==> src/design/ute_pkg.sv <==
// ute_pkg: shared types, constants and helper functions of the utf8 token estimator
// used by every module of the block; depends on nothing else
package ute_pkg;

    // counter and output widths
    localparam int COUNT_BITS = 24;
    localparam int OUT_BITS   = 24;
    localparam int EST_BITS   = COUNT_BITS + 2;
    localparam int WIN_DEPTH  = 3;
    localparam int WIN_CNT_BITS = 2;
    localparam int INC_BITS   = 3;

    localparam logic [COUNT_BITS-1:0] COUNT_MAX = '1;
    localparam logic [OUT_BITS-1:0]   OUT_MAX   = '1;

    // utf-8 byte patterns
    localparam logic [7:0] CONT_MASK  = 8'hC0;
    localparam logic [7:0] CONT_CODE  = 8'h80;
    localparam logic [7:0] LEAD2_MASK = 8'hE0;
    localparam logic [7:0] LEAD2_CODE = 8'hC0;
    localparam logic [7:0] LEAD3_MASK = 8'hF0;
    localparam logic [7:0] LEAD3_CODE = 8'hE0;
    localparam logic [7:0] LEAD4_MASK = 8'hF8;
    localparam logic [7:0] LEAD4_CODE = 8'hF0;
    localparam logic [7:0] ASCII_LIMIT = 8'h80;

    // ascii character classes
    localparam logic [7:0] ASCII_SPACE = 8'h20;
    localparam logic [7:0] ASCII_0     = 8'h30;
    localparam logic [7:0] ASCII_9     = 8'h39;
    localparam logic [7:0] ASCII_UP_A  = 8'h41;
    localparam logic [7:0] ASCII_UP_Z  = 8'h5A;
    localparam logic [7:0] ASCII_LO_A  = 8'h61;
    localparam logic [7:0] ASCII_LO_Z  = 8'h7A;

    // cjk ideograph range
    localparam logic [15:0] CJK_LO = 16'h4E00;
    localparam logic [15:0] CJK_HI = 16'h9FA5;

    // alnum weight 2/5, tracked as running quotient and remainder
    localparam logic [2:0] ALNUM_NUM = 3'd2;
    localparam logic [2:0] ALNUM_DEN = 3'd5;

    // input word
    typedef struct packed {
        logic [7:0] text_byte;
        logic       last_byte;
    } t_in_word;

    // result word
    typedef struct packed {
        logic [OUT_BITS-1:0] token_estimate;
        logic [OUT_BITS-1:0] cjk_total;
        logic [OUT_BITS-1:0] alnum_total;
        logic [OUT_BITS-1:0] space_total;
        logic [OUT_BITS-1:0] symbol_total;
    } t_out_word;

    // pending bytes of an undecided sequence
    typedef struct packed {
        logic [WIN_CNT_BITS-1:0]     count;
        logic [WIN_DEPTH-1:0][7:0]   bytes;
    } t_window;

    // per-byte counter increments from the decoder
    typedef struct packed {
        logic                cjk;
        logic                alnum;
        logic                space;
        logic [INC_BITS-1:0] symbol;
    } t_incr;

    // final totals of one text
    typedef struct packed {
        logic [COUNT_BITS-1:0] cjk;
        logic [COUNT_BITS-1:0] alnum;
        logic [COUNT_BITS-1:0] alnum_q;
        logic [COUNT_BITS-1:0] space;
        logic [COUNT_BITS-1:0] symbol;
    } t_totals;

    // continuation byte test
    function automatic logic f_is_cont(input logic [7:0] b);
        return (b & CONT_MASK) == CONT_CODE;
    endfunction

    // continuation bytes needed after a lead, zero when not a lead
    function automatic logic [WIN_CNT_BITS-1:0] f_cont_needed(input logic [7:0] b);
        logic [WIN_CNT_BITS-1:0] n;
        n = '0;
        if ((b & LEAD3_MASK) == LEAD3_CODE) begin
            n = 2'd2;
        end else if ((b & LEAD2_MASK) == LEAD2_CODE) begin
            n = 2'd1;
        end else if ((b & LEAD4_MASK) == LEAD4_CODE) begin
            n = 2'd3;
        end
        return n;
    endfunction

    // saturating counter add
    function automatic logic [COUNT_BITS-1:0] f_sat_inc(
        input logic [COUNT_BITS-1:0] c,
        input logic [INC_BITS-1:0]   inc
    );
        logic [COUNT_BITS:0] s;
        s = {1'b0, c} + {(COUNT_BITS - INC_BITS + 1)'(0), inc};
        return s[COUNT_BITS] ? COUNT_MAX : s[COUNT_BITS-1:0];
    endfunction

    // clamp to the output field width
    function automatic logic [OUT_BITS-1:0] f_sat_out(input logic [EST_BITS-1:0] v);
        logic [OUT_BITS-1:0] r;
        if (v > EST_BITS'(OUT_MAX)) begin
            r = OUT_MAX;
        end else begin
            r = OUT_BITS'(v);
        end
        return r;
    endfunction

endpackage

==> src/design/ute_decode.sv <==
// ute_decode: pending byte window and per-byte unit classification
// uses ute_pkg types and helper functions
module ute_decode (
    input  logic              i_clk,
    input  logic              i_rst_n,
    input  logic              i_take,
    input  ute_pkg::t_in_word i_word,
    output ute_pkg::t_incr    o_incr
);

    ute_pkg::t_window r_win;
    ute_pkg::t_window n_win;
    ute_pkg::t_incr   n_incr;

    // decide units from the pending prefix plus the new byte
    always_comb begin
        logic [ute_pkg::WIN_CNT_BITS-1:0] p;
        logic [ute_pkg::WIN_CNT_BITS-1:0] need;
        logic [7:0]                       b;
        logic [15:0]                      cp;
        logic                             rescan;
        p      = r_win.count;
        need   = ute_pkg::f_cont_needed(r_win.bytes[0]);
        b      = i_word.text_byte;
        cp     = {r_win.bytes[0][3:0], r_win.bytes[1][5:0], b[5:0]};
        rescan = 1'b0;
        n_incr = '0;
        n_win  = '0;
        if (p == '0) begin
            rescan = 1'b1;
        end else if (ute_pkg::f_is_cont(b)) begin
            if (p == need) begin
                // sequence complete
                if (need == 2'd2 && cp >= ute_pkg::CJK_LO && cp <= ute_pkg::CJK_HI) begin
                    n_incr.cjk = 1'b1;
                end else begin
                    n_incr.symbol = 3'd1;
                end
            end else if (i_word.last_byte) begin
                // truncated at end: lead and every continuation are symbols
                n_incr.symbol = {1'b0, p} + 3'd1;
            end else begin
                // extend the pending prefix
                n_win.count = p + 2'd1;
                for (int i = 0; i < ute_pkg::WIN_DEPTH; i++) begin
                    if (2'(i) < p) begin
                        n_win.bytes[i] = r_win.bytes[i];
                    end else if (2'(i) == p) begin
                        n_win.bytes[i] = b;
                    end
                end
            end
        end else begin
            // broken sequence: lead and its continuations are symbols
            n_incr.symbol = {1'b0, p};
            rescan        = 1'b1;
        end
        // the new byte starts a unit of its own
        if (rescan) begin
            if (b < ute_pkg::ASCII_LIMIT) begin
                if ((b >= ute_pkg::ASCII_UP_A && b <= ute_pkg::ASCII_UP_Z) ||
                    (b >= ute_pkg::ASCII_LO_A && b <= ute_pkg::ASCII_LO_Z) ||
                    (b >= ute_pkg::ASCII_0 && b <= ute_pkg::ASCII_9)) begin
                    n_incr.alnum = 1'b1;
                end else if (b == ute_pkg::ASCII_SPACE) begin
                    n_incr.space = 1'b1;
                end else begin
                    n_incr.symbol = n_incr.symbol + 3'd1;
                end
            end else if (ute_pkg::f_cont_needed(b) == '0 || i_word.last_byte) begin
                n_incr.symbol = n_incr.symbol + 3'd1;
            end else begin
                n_win.count    = 2'd1;
                n_win.bytes[0] = b;
            end
        end
    end

    // window register
    always_ff @(posedge i_clk) begin
        if (!i_rst_n) begin
            r_win <= '0;
        end else if (i_take) begin
            r_win <= n_win;
        end
    end

    assign o_incr = n_incr;

endmodule

==> src/design/ute_tally.sv <==
// ute_tally: saturating unit counters and the captured totals of a finished text
// uses ute_pkg types and ute_pkg::f_sat_inc
module ute_tally (
    input  logic             i_clk,
    input  logic             i_rst_n,
    input  logic             i_take,
    input  logic             i_last,
    input  ute_pkg::t_incr   i_incr,
    input  logic             i_fin_take,
    output logic             o_fin_vld,
    output ute_pkg::t_totals o_fin
);

    ute_pkg::t_totals r_cnt;
    ute_pkg::t_totals n_cnt;
    logic [2:0]       r_alr;
    logic [2:0]       n_alr;
    ute_pkg::t_totals r_fin;
    logic             r_fin_vld;

    // next counter values, alnum tracked with running floor(2a/5)
    always_comb begin
        logic       al_inc;
        logic [2:0] rem;
        al_inc         = i_incr.alnum && (r_cnt.alnum != ute_pkg::COUNT_MAX);
        rem            = r_alr + ute_pkg::ALNUM_NUM;
        n_cnt.cjk      = ute_pkg::f_sat_inc(r_cnt.cjk, {2'b00, i_incr.cjk});
        n_cnt.space    = ute_pkg::f_sat_inc(r_cnt.space, {2'b00, i_incr.space});
        n_cnt.symbol   = ute_pkg::f_sat_inc(r_cnt.symbol, i_incr.symbol);
        n_cnt.alnum    = ute_pkg::f_sat_inc(r_cnt.alnum, {2'b00, al_inc});
        n_cnt.alnum_q  = r_cnt.alnum_q;
        n_alr          = r_alr;
        if (al_inc) begin
            if (rem >= ute_pkg::ALNUM_DEN) begin
                n_alr         = rem - ute_pkg::ALNUM_DEN;
                n_cnt.alnum_q = r_cnt.alnum_q + ute_pkg::COUNT_BITS'(1);
            end else begin
                n_alr = rem;
            end
        end
    end

    // counters clear after the last byte of a text
    always_ff @(posedge i_clk) begin
        if (!i_rst_n) begin
            r_cnt <= '0;
            r_alr <= '0;
        end else if (i_take) begin
            if (i_last) begin
                r_cnt <= '0;
                r_alr <= '0;
            end else begin
                r_cnt <= n_cnt;
                r_alr <= n_alr;
            end
        end
    end

    // totals holding stage
    always_ff @(posedge i_clk) begin
        if (!i_rst_n) begin
            r_fin_vld <= 1'b0;
        end else if (i_take && i_last) begin
            r_fin_vld <= 1'b1;
        end else if (i_fin_take) begin
            r_fin_vld <= 1'b0;
        end
    end

    always_ff @(posedge i_clk) begin
        if (i_take && i_last) begin
            r_fin <= n_cnt;
        end
    end

    assign o_fin_vld = r_fin_vld;
    assign o_fin     = r_fin;

endmodule

==> src/design/ute_result.sv <==
// ute_result: token estimate sum with saturation, and the output word register
// uses ute_pkg types and ute_pkg::f_sat_out
module ute_result (
    input  logic               i_clk,
    input  logic               i_rst_n,
    input  logic               i_fin_vld,
    input  ute_pkg::t_totals   i_fin,
    input  logic               i_stall,
    output logic               o_fin_take,
    output logic               o_valid,
    output ute_pkg::t_out_word o_word
);

    logic               r_valid;
    ute_pkg::t_out_word r_word;
    ute_pkg::t_out_word n_word;
    logic               fin_take;

    assign fin_take = i_fin_vld && (!r_valid || !i_stall);

    // floor(cjk/2) + floor(2*alnum/5) + symbols, clamped
    always_comb begin
        logic [ute_pkg::EST_BITS-1:0] est;
        est = ute_pkg::EST_BITS'(i_fin.cjk >> 1) + ute_pkg::EST_BITS'(i_fin.alnum_q) +
              ute_pkg::EST_BITS'(i_fin.symbol);
        if (est > ute_pkg::EST_BITS'(ute_pkg::COUNT_MAX)) begin
            est = ute_pkg::EST_BITS'(ute_pkg::COUNT_MAX);
        end
        n_word.token_estimate = ute_pkg::f_sat_out(est);
        n_word.cjk_total      = ute_pkg::f_sat_out(ute_pkg::EST_BITS'(i_fin.cjk));
        n_word.alnum_total    = ute_pkg::f_sat_out(ute_pkg::EST_BITS'(i_fin.alnum));
        n_word.space_total    = ute_pkg::f_sat_out(ute_pkg::EST_BITS'(i_fin.space));
        n_word.symbol_total   = ute_pkg::f_sat_out(ute_pkg::EST_BITS'(i_fin.symbol));
    end

    // output valid
    always_ff @(posedge i_clk) begin
        if (!i_rst_n) begin
            r_valid <= 1'b0;
        end else if (fin_take) begin
            r_valid <= 1'b1;
        end else if (!i_stall) begin
            r_valid <= 1'b0;
        end
    end

    // output word
    always_ff @(posedge i_clk) begin
        if (fin_take) begin
            r_word <= n_word;
        end
    end

    assign o_fin_take = fin_take;
    assign o_valid    = r_valid;
    assign o_word     = r_word;

endmodule

==> src/design/utf8_token_estimate_core.sv <==
// utf8_token_estimate_core: top level of the utf-8 token estimator
// depends on ute_pkg, ute_decode, ute_tally and ute_result
//
// Usage: the input channel carries one byte of text per word, with last_byte set
// on the final byte. The output channel carries one word per text: the token
// estimate floor(cjk/2)+floor(2*alnum/5)+symbols and the four unit totals.
// Throughput: one input word per cycle while o_in_stall is low; the byte decode and counter
// update for each byte are combinational between the input register and the counters.
// Result path: the last byte and then its totals pass the input register, the totals
// stage and the output register before the result word shows on o_out_valid.
// Stall: non-final bytes keep flowing while a result waits on i_out_stall; a last
// byte waits in the input register only while the totals stage and the output
// register are full and i_out_stall is high, and then o_in_stall rises.
// Reset: synchronous active low; clears the pending window, all counters and
// every valid flag, so the next byte starts a new text.
module utf8_token_estimate_core (
    input  logic               i_clk,
    input  logic               i_rst_n,
    input  logic               i_in_valid,
    input  ute_pkg::t_in_word  i_in_word,
    output logic               o_in_stall,
    output logic               o_out_valid,
    output ute_pkg::t_out_word o_out_word,
    input  logic               i_out_stall
);

    logic              r_s1_vld;
    ute_pkg::t_in_word r_s1_word;
    logic              s1_take;
    logic              fin_vld;
    logic              fin_take;
    ute_pkg::t_totals  fin;
    ute_pkg::t_incr    incr;

    // a last byte needs room in the totals stage
    assign s1_take    = r_s1_vld && (!r_s1_word.last_byte || !fin_vld || fin_take);
    assign o_in_stall = r_s1_vld && !s1_take;

    // input register
    always_ff @(posedge i_clk) begin
        if (!i_rst_n) begin
            r_s1_vld <= 1'b0;
        end else if (i_in_valid && !o_in_stall) begin
            r_s1_vld <= 1'b1;
        end else if (s1_take) begin
            r_s1_vld <= 1'b0;
        end
    end

    always_ff @(posedge i_clk) begin
        if (i_in_valid && !o_in_stall) begin
            r_s1_word <= i_in_word;
        end
    end

    ute_decode u_decode (
        .i_clk   (i_clk),
        .i_rst_n (i_rst_n),
        .i_take  (s1_take),
        .i_word  (r_s1_word),
        .o_incr  (incr)
    );

    ute_tally u_tally (
        .i_clk      (i_clk),
        .i_rst_n    (i_rst_n),
        .i_take     (s1_take),
        .i_last     (r_s1_word.last_byte),
        .i_incr     (incr),
        .i_fin_take (fin_take),
        .o_fin_vld  (fin_vld),
        .o_fin      (fin)
    );

    ute_result u_result (
        .i_clk      (i_clk),
        .i_rst_n    (i_rst_n),
        .i_fin_vld  (fin_vld),
        .i_fin      (fin),
        .i_stall    (i_out_stall),
        .o_fin_take (fin_take),
        .o_valid    (o_out_valid),
        .o_word     (o_out_word)
    );

endmodule

==> config.mk <==
export PLATFORM = sky130hd
export DESIGN_NAME = utf8_token_estimate_core
export DESIGN_NICKNAME = d
export VERILOG_FILES = /design/src/design/ute_pkg.sv /design/src/design/ute_decode.sv /design/src/design/ute_tally.sv /design/src/design/ute_result.sv /design/src/design/utf8_token_estimate_core.sv
export SDC_FILE = /design/constraint.sdc
export NUM_CORES = 1
export LEC_CHECK = 0
export BUFFER_PORTS_ARGS = -buffer_cell sky130_fd_sc_hd__buf_4
export CAP_MARGIN = 15
export CORE_MARGIN = 5
export CORE_UTILIZATION = 33
export DETAILED_ROUTE_END_ITERATION = 8
export GPL_TIMING_DRIVEN = 0
export PLACE_DENSITY = 0.52
export SYNTH_ARGS = -nofsm -noshare
export SYNTH_HDL_FRONTEND = slang
export SYNTH_SLANG_ARGS = --single-unit
export TNS_END_PERCENT = 100
==> constraint.sdc <==
create_clock -name i_clk -period 13.2 [get_ports i_clk]
set_clock_uncertainty 0.05 [all_clocks]
set_input_delay 2.64 -clock i_clk [delete_from_list [all_inputs] [get_ports i_clk]]
set_output_delay 2.64 -clock i_clk [all_outputs]
set_load 0.05 [all_outputs]
# After elaboration in Yosys (flattened, before gate mapping)

Index checks and enable logic that the tools add are counted.

$add $sub $neg: 12
Multiply operators: 0
Divide/modulo/power cells: 0
Magnitude comparators: 15
Equal/unequal tests: 15
Shifts and indexed selects: 0
Muxes and demuxes: 59
Bitwise logic cells: 0
Reductions and logical operators: 30

Operator list:

| kind                                                                                  | number |
|---|---|
| 24-bit 2-to-1 mux                                                                     | 6 |
| 26-bit 2-to-1 mux                                                                     | 5 |
| 120-bit 2-to-1 mux                                                                    | 1 |
| 24-bit by 1-bit adder with 25-bit output                                              | 3 |
| 8-bit 2-to-1 mux                                                                      | 8 |
| 26-bit by 24-bit > comparator with 1-bit output, second input constant                | 2 |
| 3-bit 2-to-1 mux                                                                      | 10 |
| 26-bit by 24-bit adder with 26-bit output                                             | 1 |
| 23-bit by 24-bit adder with 25-bit output                                             | 1 |
| 24-bit by 3-bit adder with 25-bit output                                              | 1 |
| 24-bit by 1-bit adder with 24-bit output, second input constant                       | 1 |
| 2-bit 2-to-1 mux                                                                      | 12 |
| 24-bit != test, second input constant                                                 | 1 |
| 16-bit by 15-bit greater-or-equal comparator with 1-bit output, second input constant | 1 |
| 8-bit by 7-bit greater-or-equal comparator with 1-bit output, second input constant   | 2 |
| 16-bit less-or-equal comparator, second input constant                                | 1 |
| 8-bit by 7-bit less-or-equal comparator with 1-bit output, second input constant      | 2 |
| 1-bit 2-to-1 mux                                                                      | 15 |
| 1-bit logical AND                                                                     | 11 |
| 5-bit == test, second input constant                                                  | 2 |
| 4-bit == test, second input constant                                                  | 2 |
| 8-bit by 6-bit == test with 1-bit output, second input constant                       | 1 |
| 8-bit by 6-bit greater-or-equal comparator with 1-bit output, second input constant   | 1 |
| 8-bit by 6-bit less-or-equal comparator with 1-bit output, second input constant      | 1 |
| other kinds (23)                                                                      | 40 |

Register bits: 391
Bits in latches: 0
RAM bits: 0
Bits in read-only memories: 0
Input bits: 13
Memories kept: 0

# Logic depth before layout (Yosys ltp)

Word-level depth: 20
Depth in mapped cells: 20

# By module

From an unflattened synthesis, not the netlist that was laid out.

Cells, all modules: 1,789
Area total of the unflattened synthesis: 19,082.1 µm²

Modules (own cells, without submodules):

| module                   | instances | cells an instance | area an instance (µm²) | sequential area each (µm²) |
|---|---|---|---|---|
| ute_tally                | 1         | 1,297             | 12,200.5               | 6,085.8 |
| ute_result               | 1         | 360               | 5,555.3                | 3,623.5 |
| ute_decode               | 1         | 117               | 1,001.0                | 320.3 |
| utf8_token_estimate_core | 1         | 15                | 325.3                  | 290.3 |

# Least setup slack after synthesis

No wires, ideal clock.

Kind: input port to flip-flop
From: input port i_out_stall
To: register u_result.r_word, in the netlist u_result.o_word[0] (enable)
Setup time: 0.781 ns
Arrival time: 11.320 ns
Path slack: 1.050 ns
Cell stages on the path: 1
Buffers on the path: 0
Path through: a21boi_0

Word-level cells in the longest chain between the ends: 3

Ends and longest elaborated chain:

| item                 | RTL line                       | source |
|---|---|---|
| start, declared      | utf8_token_estimate_core.sv:24 | `input logic i_out_stall` |
| 1-bit zero test      | ute_result.sv:19               | `assign fin_take = i_fin_vld && (!r_valid \|\| !i_stall);` |
| 1-bit logical OR     | ute_result.sv:19               |  |
| 1-bit logical AND    | ute_result.sv:19               |  |
| end signal, assigned | ute_result.sv:50               | `r_word <= n_word;` |
| end, declared        | ute_result.sv:15               | `ute_pkg::t_out_word r_word;` |

Every way passes these cells.
A chain may end at the register's enable or synchronous reset.

# Worst setup path after layout

From: input port i_out_stall
To: output port o_in_stall

Word-level cells in the longest chain between the ends: 7

Ends and longest elaborated chain:

| item              | RTL line                       | source |
|---|---|---|
| 1-bit zero test   | ute_result.sv:19               |  |
| 1-bit logical OR  | ute_result.sv:19               |  |
| 1-bit logical AND | ute_result.sv:19               |  |
| 1-bit logical OR  | utf8_token_estimate_core.sv:36 | `assign s1_take = r_s1_vld && (!r_s1_word.last_byte \|\| !fin_vld \|\| fin_take);` |
| 1-bit logical AND | utf8_token_estimate_core.sv:36 |  |
| 1-bit zero test   | utf8_token_estimate_core.sv:37 | `assign o_in_stall = r_s1_vld && !s1_take;` |
| 1-bit logical AND | utf8_token_estimate_core.sv:37 |  |
| end, declared     | utf8_token_estimate_core.sv:21 | `output logic o_in_stall,` |

Every way passes these cells.

==> impl_results.html <==
<table>
<tr><th>Metric</th><th>Value</th></tr>
<tr><th colspan="2">Critical path</th></tr>
<tr><td>Cell with the most instances on the worst path</td><td>buf_4</td></tr>
<tr><td>Kind of cell adding the most delay to the critical path</td><td>simple AND/OR/NAND/NOR gates</td></tr>
<tr><td>Crit end category</td><td>primary output</td></tr>
<tr><td>Number of buffers and inverters on the critical path</td><td>2</td></tr>
<tr><td>Register-to-Register Setup Slack</td><td>7.82 ns</td></tr>
<tr><td>R2r worst-path depth</td><td>16</td></tr>
<tr><td>Critical Path, Cell by Cell</td><td>buf_4, and3_1, nand2_1, nor2_1, buf_4</td></tr>
<tr><td>Worst r2r dst</td><td>u_result.o_word[98]</td></tr>
<tr><td>Setup CP Type</td><td>in2out</td></tr>
<tr><td>Delay contributed by the slowest stage of the critical path</td><td>0.27 ns</td></tr>
<tr><td>Worst endpoint data arrival time</td><td>3.58 ns</td></tr>
<tr><td>Reg-to-reg critical path startpoint</td><td>u_tally.o_fin[99]</td></tr>
<tr><td>Startpoint type of the worst setup path</td><td>input pin</td></tr>
<tr><td>Critical Path RT</td><td>roughly 11 ns</td></tr>
<tr><td>Master of the slowest instance on the critical path</td><td>nor2_1</td></tr>
<tr><td>Critical path fanouts, max</td><td>3</td></tr>
<tr><th colspan="2">Synthesis</th></tr>
<tr><td>Area of the mapped netlist</td><td>18,500 um2</td></tr>
<tr><td>Number of synthesized flops with an enable pin</td><td>249</td></tr>
<tr><td>Fraction of the yosys area taken by sequential cells</td><td>0.557</td></tr>
<tr><td>Post-synthesis net count</td><td>1,744</td></tr>
<tr><td>Prevailing post-synth register cell</td><td>edfxtp_1</td></tr>
<tr><td>Yosys warnings</td><td>0</td></tr>
<tr><td>Synth Register Bits</td><td>391</td></tr>
<tr><td>Synth area leaders</td><td>edfxtp_1 (40%), dfxtp_1 (15%), ha_1 (4.4%)</td></tr>
<tr><td>Number of library cell types mapped by synthesis</td><td>slightly below 80</td></tr>
<tr><td>Mean area per synthesized cell</td><td>approximately 11 um2</td></tr>
<tr><td>Post-synth top area share</td><td>0.403</td></tr>
<tr><td>Share of synthesized flip-flops with an asynchronous set or reset</td><td>0</td></tr>
<tr><td>Cell type with the highest aggregate area in the netlist</td><td>edfxtp_1</td></tr>
<tr><td>Count of mapped cells out of synthesis</td><td>1,663</td></tr>
<tr><th colspan="2">Clocking</th></tr>
<tr><td>Hold-fix buffers at CTS</td><td>0</td></tr>
<tr><td>Source-to-sink clock delay at the later pin of the worst-skew pair</td><td>0.59 ns</td></tr>
<tr><td>Post-cts sizing count</td><td>0</td></tr>
<tr><td>Clock tree from TritonCTS</td><td>yes</td></tr>
<tr><td>CTS clk-pin slew, worst paths</td><td>about 0.060 ns</td></tr>
<tr><td>Clk root buf</td><td>clkbuf_16</td></tr>
<tr><td>Maximum buffer depth of the clock tree</td><td>3</td></tr>
<tr><td>Clock net sink count</td><td>391</td></tr>
<tr><td>H-tree depth reported by CTS</td><td>2</td></tr>
<tr><td># Post-CTS Setup Buffers</td><td>0</td></tr>
<tr><td>Number of buffers added by the clock tree synthesis step</td><td>46</td></tr>
<tr><th colspan="2">Timing</th></tr>
<tr><td>Number of pins with negative max-slew slack in the final report</td><td>0</td></tr>
<tr><td>Actual slew at the worst max-slew pin</td><td>1.01 ns</td></tr>
<tr><td>Crit share post-route</td><td>0.475</td></tr>
<tr><td>F_max</td><td>0.160 GHz</td></tr>
<tr><td>RSZ-0062 raised after global routing</td><td>false</td></tr>
<tr><td>Final hold violation count</td><td>0</td></tr>
<tr><td>Period minus WS final</td><td>6.27 ns</td></tr>
<tr><td>Setup ws final</td><td>6.93 ns</td></tr>
<tr><td>Worst max-slew margin expressed relative to the limit</td><td>0.324</td></tr>
<tr><td>Endpoints failing setup</td><td>0</td></tr>
<tr><th colspan="2">Global route</th></tr>
<tr><td>Global-route usage over all layers</td><td>0.158</td></tr>
<tr><td>Gr ovfl total</td><td>0</td></tr>
<tr><td>Via count of the first global-routing pass</td><td>roughly 13k</td></tr>
<tr><td>Initial antenna violation count</td><td>3</td></tr>
<tr><td>Largest net degree at the start of global routing</td><td>52</td></tr>
<tr><td>First-pass GRT wire length</td><td>76,100 um</td></tr>
<tr><th colspan="2">Detailed routing</th></tr>
<tr><td>Total wire length</td><td>49,200 um</td></tr>
<tr><td>Number of violations reported at the end of detailed-routing iteration 0</td><td>~860</td></tr>
<tr><td>Final routed DRC violation total</td><td>0</td></tr>
<tr><td>DR vias/cell</td><td>between 5 and 6</td></tr>
<tr><td>Wirelength per Cell</td><td>18.7 um</td></tr>
<tr><td>Post-route antenna net violation count</td><td>0</td></tr>
<tr><td>Drt first pass iters</td><td>5</td></tr>
<tr><td>Number of vias in the routed layout</td><td>13.7k</td></tr>
<tr><th colspan="2">Layout</th></tr>
<tr><td>Number of diodes</td><td>0</td></tr>
<tr><td>Total of fill cells in the finished design</td><td>5,408</td></tr>
<tr><td>Non-Filler Instances</td><td>around 2.6k</td></tr>
<tr><td>Fraction of final layout cells with drive strength greater than 1</td><td>0.146</td></tr>
<tr><td>Final core utilization</td><td>0.400</td></tr>
<tr><td>Area delta synth-&gt;final</td><td>19.5%</td></tr>
<tr><td>Number of nets at the end of the flow</td><td>1,932</td></tr>
<tr><th colspan="2">Hold path</th></tr>
<tr><td>Hold path depth</td><td>0</td></tr>
<tr><td>Source of the worst hold timing path</td><td>u_tally.o_fin[43]</td></tr>
<tr><td>Hold-critical path endpoint</td><td>u_result.o_word[43]</td></tr>
<tr><td>Tightest Hold Check Type</td><td>reg2reg</td></tr>
<tr><th colspan="2">Flow run</th></tr>
<tr><td>Count of max-cap constraint violations</td><td>0</td></tr>
<tr><th colspan="2">Die</th></tr>
<tr><td>Total die area</td><td>61,000 um2</td></tr>
<tr><td>Core area</td><td>roughly 55,000 um2</td></tr>
<tr><td>Row cnt</td><td>86</td></tr>
<tr><td>Die X</td><td>roughly 250 um</td></tr>
<tr><td>I/O pin count</td><td>135</td></tr>
<tr><td>Initial core utilization</td><td>0.334</td></tr>
<tr><td>Vert. Die Dim</td><td>roughly 250 um</td></tr>
<tr><th colspan="2">Placed design</th></tr>
<tr><td>Minimum setup slack after placement</td><td>6.93 ns</td></tr>
<tr><td>Count of input and output buffers</td><td>134</td></tr>
<tr><td>Weighted congestion at the end of routability-driven global placement</td><td>0.884</td></tr>
<tr><td>Total instance count after detailed placement</td><td>roughly 2.6k</td></tr>
<tr><td>Detailed placer's ending HPWL</td><td>between 30,000 and 40,000 um</td></tr>
<tr><th colspan="2">Power</th></tr>
<tr><td>Pwr per Cell Area</td><td>approximately 120 nW/um2</td></tr>
<tr><td>P_leak</td><td>8.73 nW</td></tr>
<tr><td>Power after layout</td><td>2.68 mW</td></tr>
<tr><td>Worst VDD drop</td><td>between 0.08 and 0.09 mV</td></tr>
<tr><th colspan="2">Outcome</th></tr>
<tr><td>Result of the run</td><td>finished, final reports clean</td></tr>
</table>
==> Yosys cell counts (22+ instances only) <==
cell,number
a31oi_1,28
xnor2_1,62
nand2b_1,22
nand4_1,33
ha_1,65
and3_1,28
o21ai_0,81
nand2_1,142
inv_1,32
nor2_1,70
nor2b_1,92
nand3_1,63
edfxtp_1,249
a22oi_1,80
dfxtp_1,142
a21oi_1,90
clkbuf_1,55
xor2_1,52
==> worst max path at each step <==
| stage | start | to | slack [ns] | cells after the start |
|---|---|---|---|---|
| 3_5_place_dp | i_out_stall | o_in_stall | 6.93 | 5 |
| 4_1_cts | i_out_stall | o_in_stall | 6.92 | 5 |
| 5_1_grt | i_out_stall | o_in_stall | 6.84 | 5 |
| 2_1_floorplan | i_out_stall | u_result.o_word[0] | 1.05 | 1 |
| 3_3_place_gp | i_out_stall | u_result.o_word[109] | -3.66 | 2 |
| 6_report | i_out_stall | o_in_stall | 6.93 | 5 |
==> power by group <==
part	internal (mW)	total, mW	switching (mW)
Clock	0.759	1.28	0.524
Sequential	1.30	1.31	0.00619
Combinational	0.0247	0.0874	0.0627
==> logic make-up (layout without fill, tap and decap cells) <==
kind of cell               count (synthesis)  after routing  synth area share
and+or+nand+nor                          542            542             0.157
AOI/OAI and AO/OA                        429            429             0.155
DFF                                      391            391             0.557
xor gates and xnor gates                 114            114            0.0539
buffers and inverters                    109            335            0.0244
adders and majority gates                 68             68            0.0471
muxes                                     10             10           0.00594
==> state kept, by name, indices dropped and copies added (netlist names) <==
register,flops
u_tally.o_fin_vld,1
u_tally.r_alr,3
r_s1_vld,1
r_s1_word,9
u_result.o_word,120
u_tally.o_fin,120
u_tally.r_cnt,120
u_result.o_valid,1
u_decode.r_win,16
==> through the flow <==
step | instance area, um2 | TNS, ns | hold slack, ns
after detailed placement | 20600 | 0 | 0.355
after floorplan | 18500 | 0 | 0.350
after CTS | 22100 | 0 | 0.369
final | 22100 | 0 | 0.370
after global placement | 20500 | -436.32 | 0.358
after global routing | 22100 | 0 | 0.375
==> worst register-to-register path, delay by kind of cell, from the launching register on <==
kind,cells,cell delay (ns)
simple gates,1,0.09
fa+ha+maj,2,0.80
buf+inv,1,0.55
compound gates,12,3.09
flops,1,0.52
==> layer usage <==
metal  track usage  part of all wire
met1         0.210              0.44
met2         0.261              0.48
met3        0.0292             0.048
met4        0.0532             0.030
met5             0                 0
==> area by class of cell <==
cell class	instances	area [um2]	share of cell area
repair buffers	140	1130	0.0512
multi-input cells	1163	7770	0.351
clock buffers	59	1260	0.0569
flip-flops and latches	391	10300	0.466
well taps	748	936	0.0423
clock inverters	27	272	0.0123
inverters	32	120	0.00542
plain buffers	77	333	0.0150
==> layout by cell type, fill, tap and decap left out, types with 28 or more instances in the layout <==
cell type,n
edfxtp_1,249
nand2_1,142
dfxtp_1,142
buf_4,134
nor2b_1,92
a21oi_1,90
o21ai_0,81
a22oi_1,80
nor2_1,70
ha_1,65
clkbuf_1,63
nand3_1,63
xnor2_1,62
xor2_1,52
clkbuf_16,47
nand4_1,33
inv_1,32
and3_1,28
a31oi_1,28
Power figures use the tool's default switching activity.
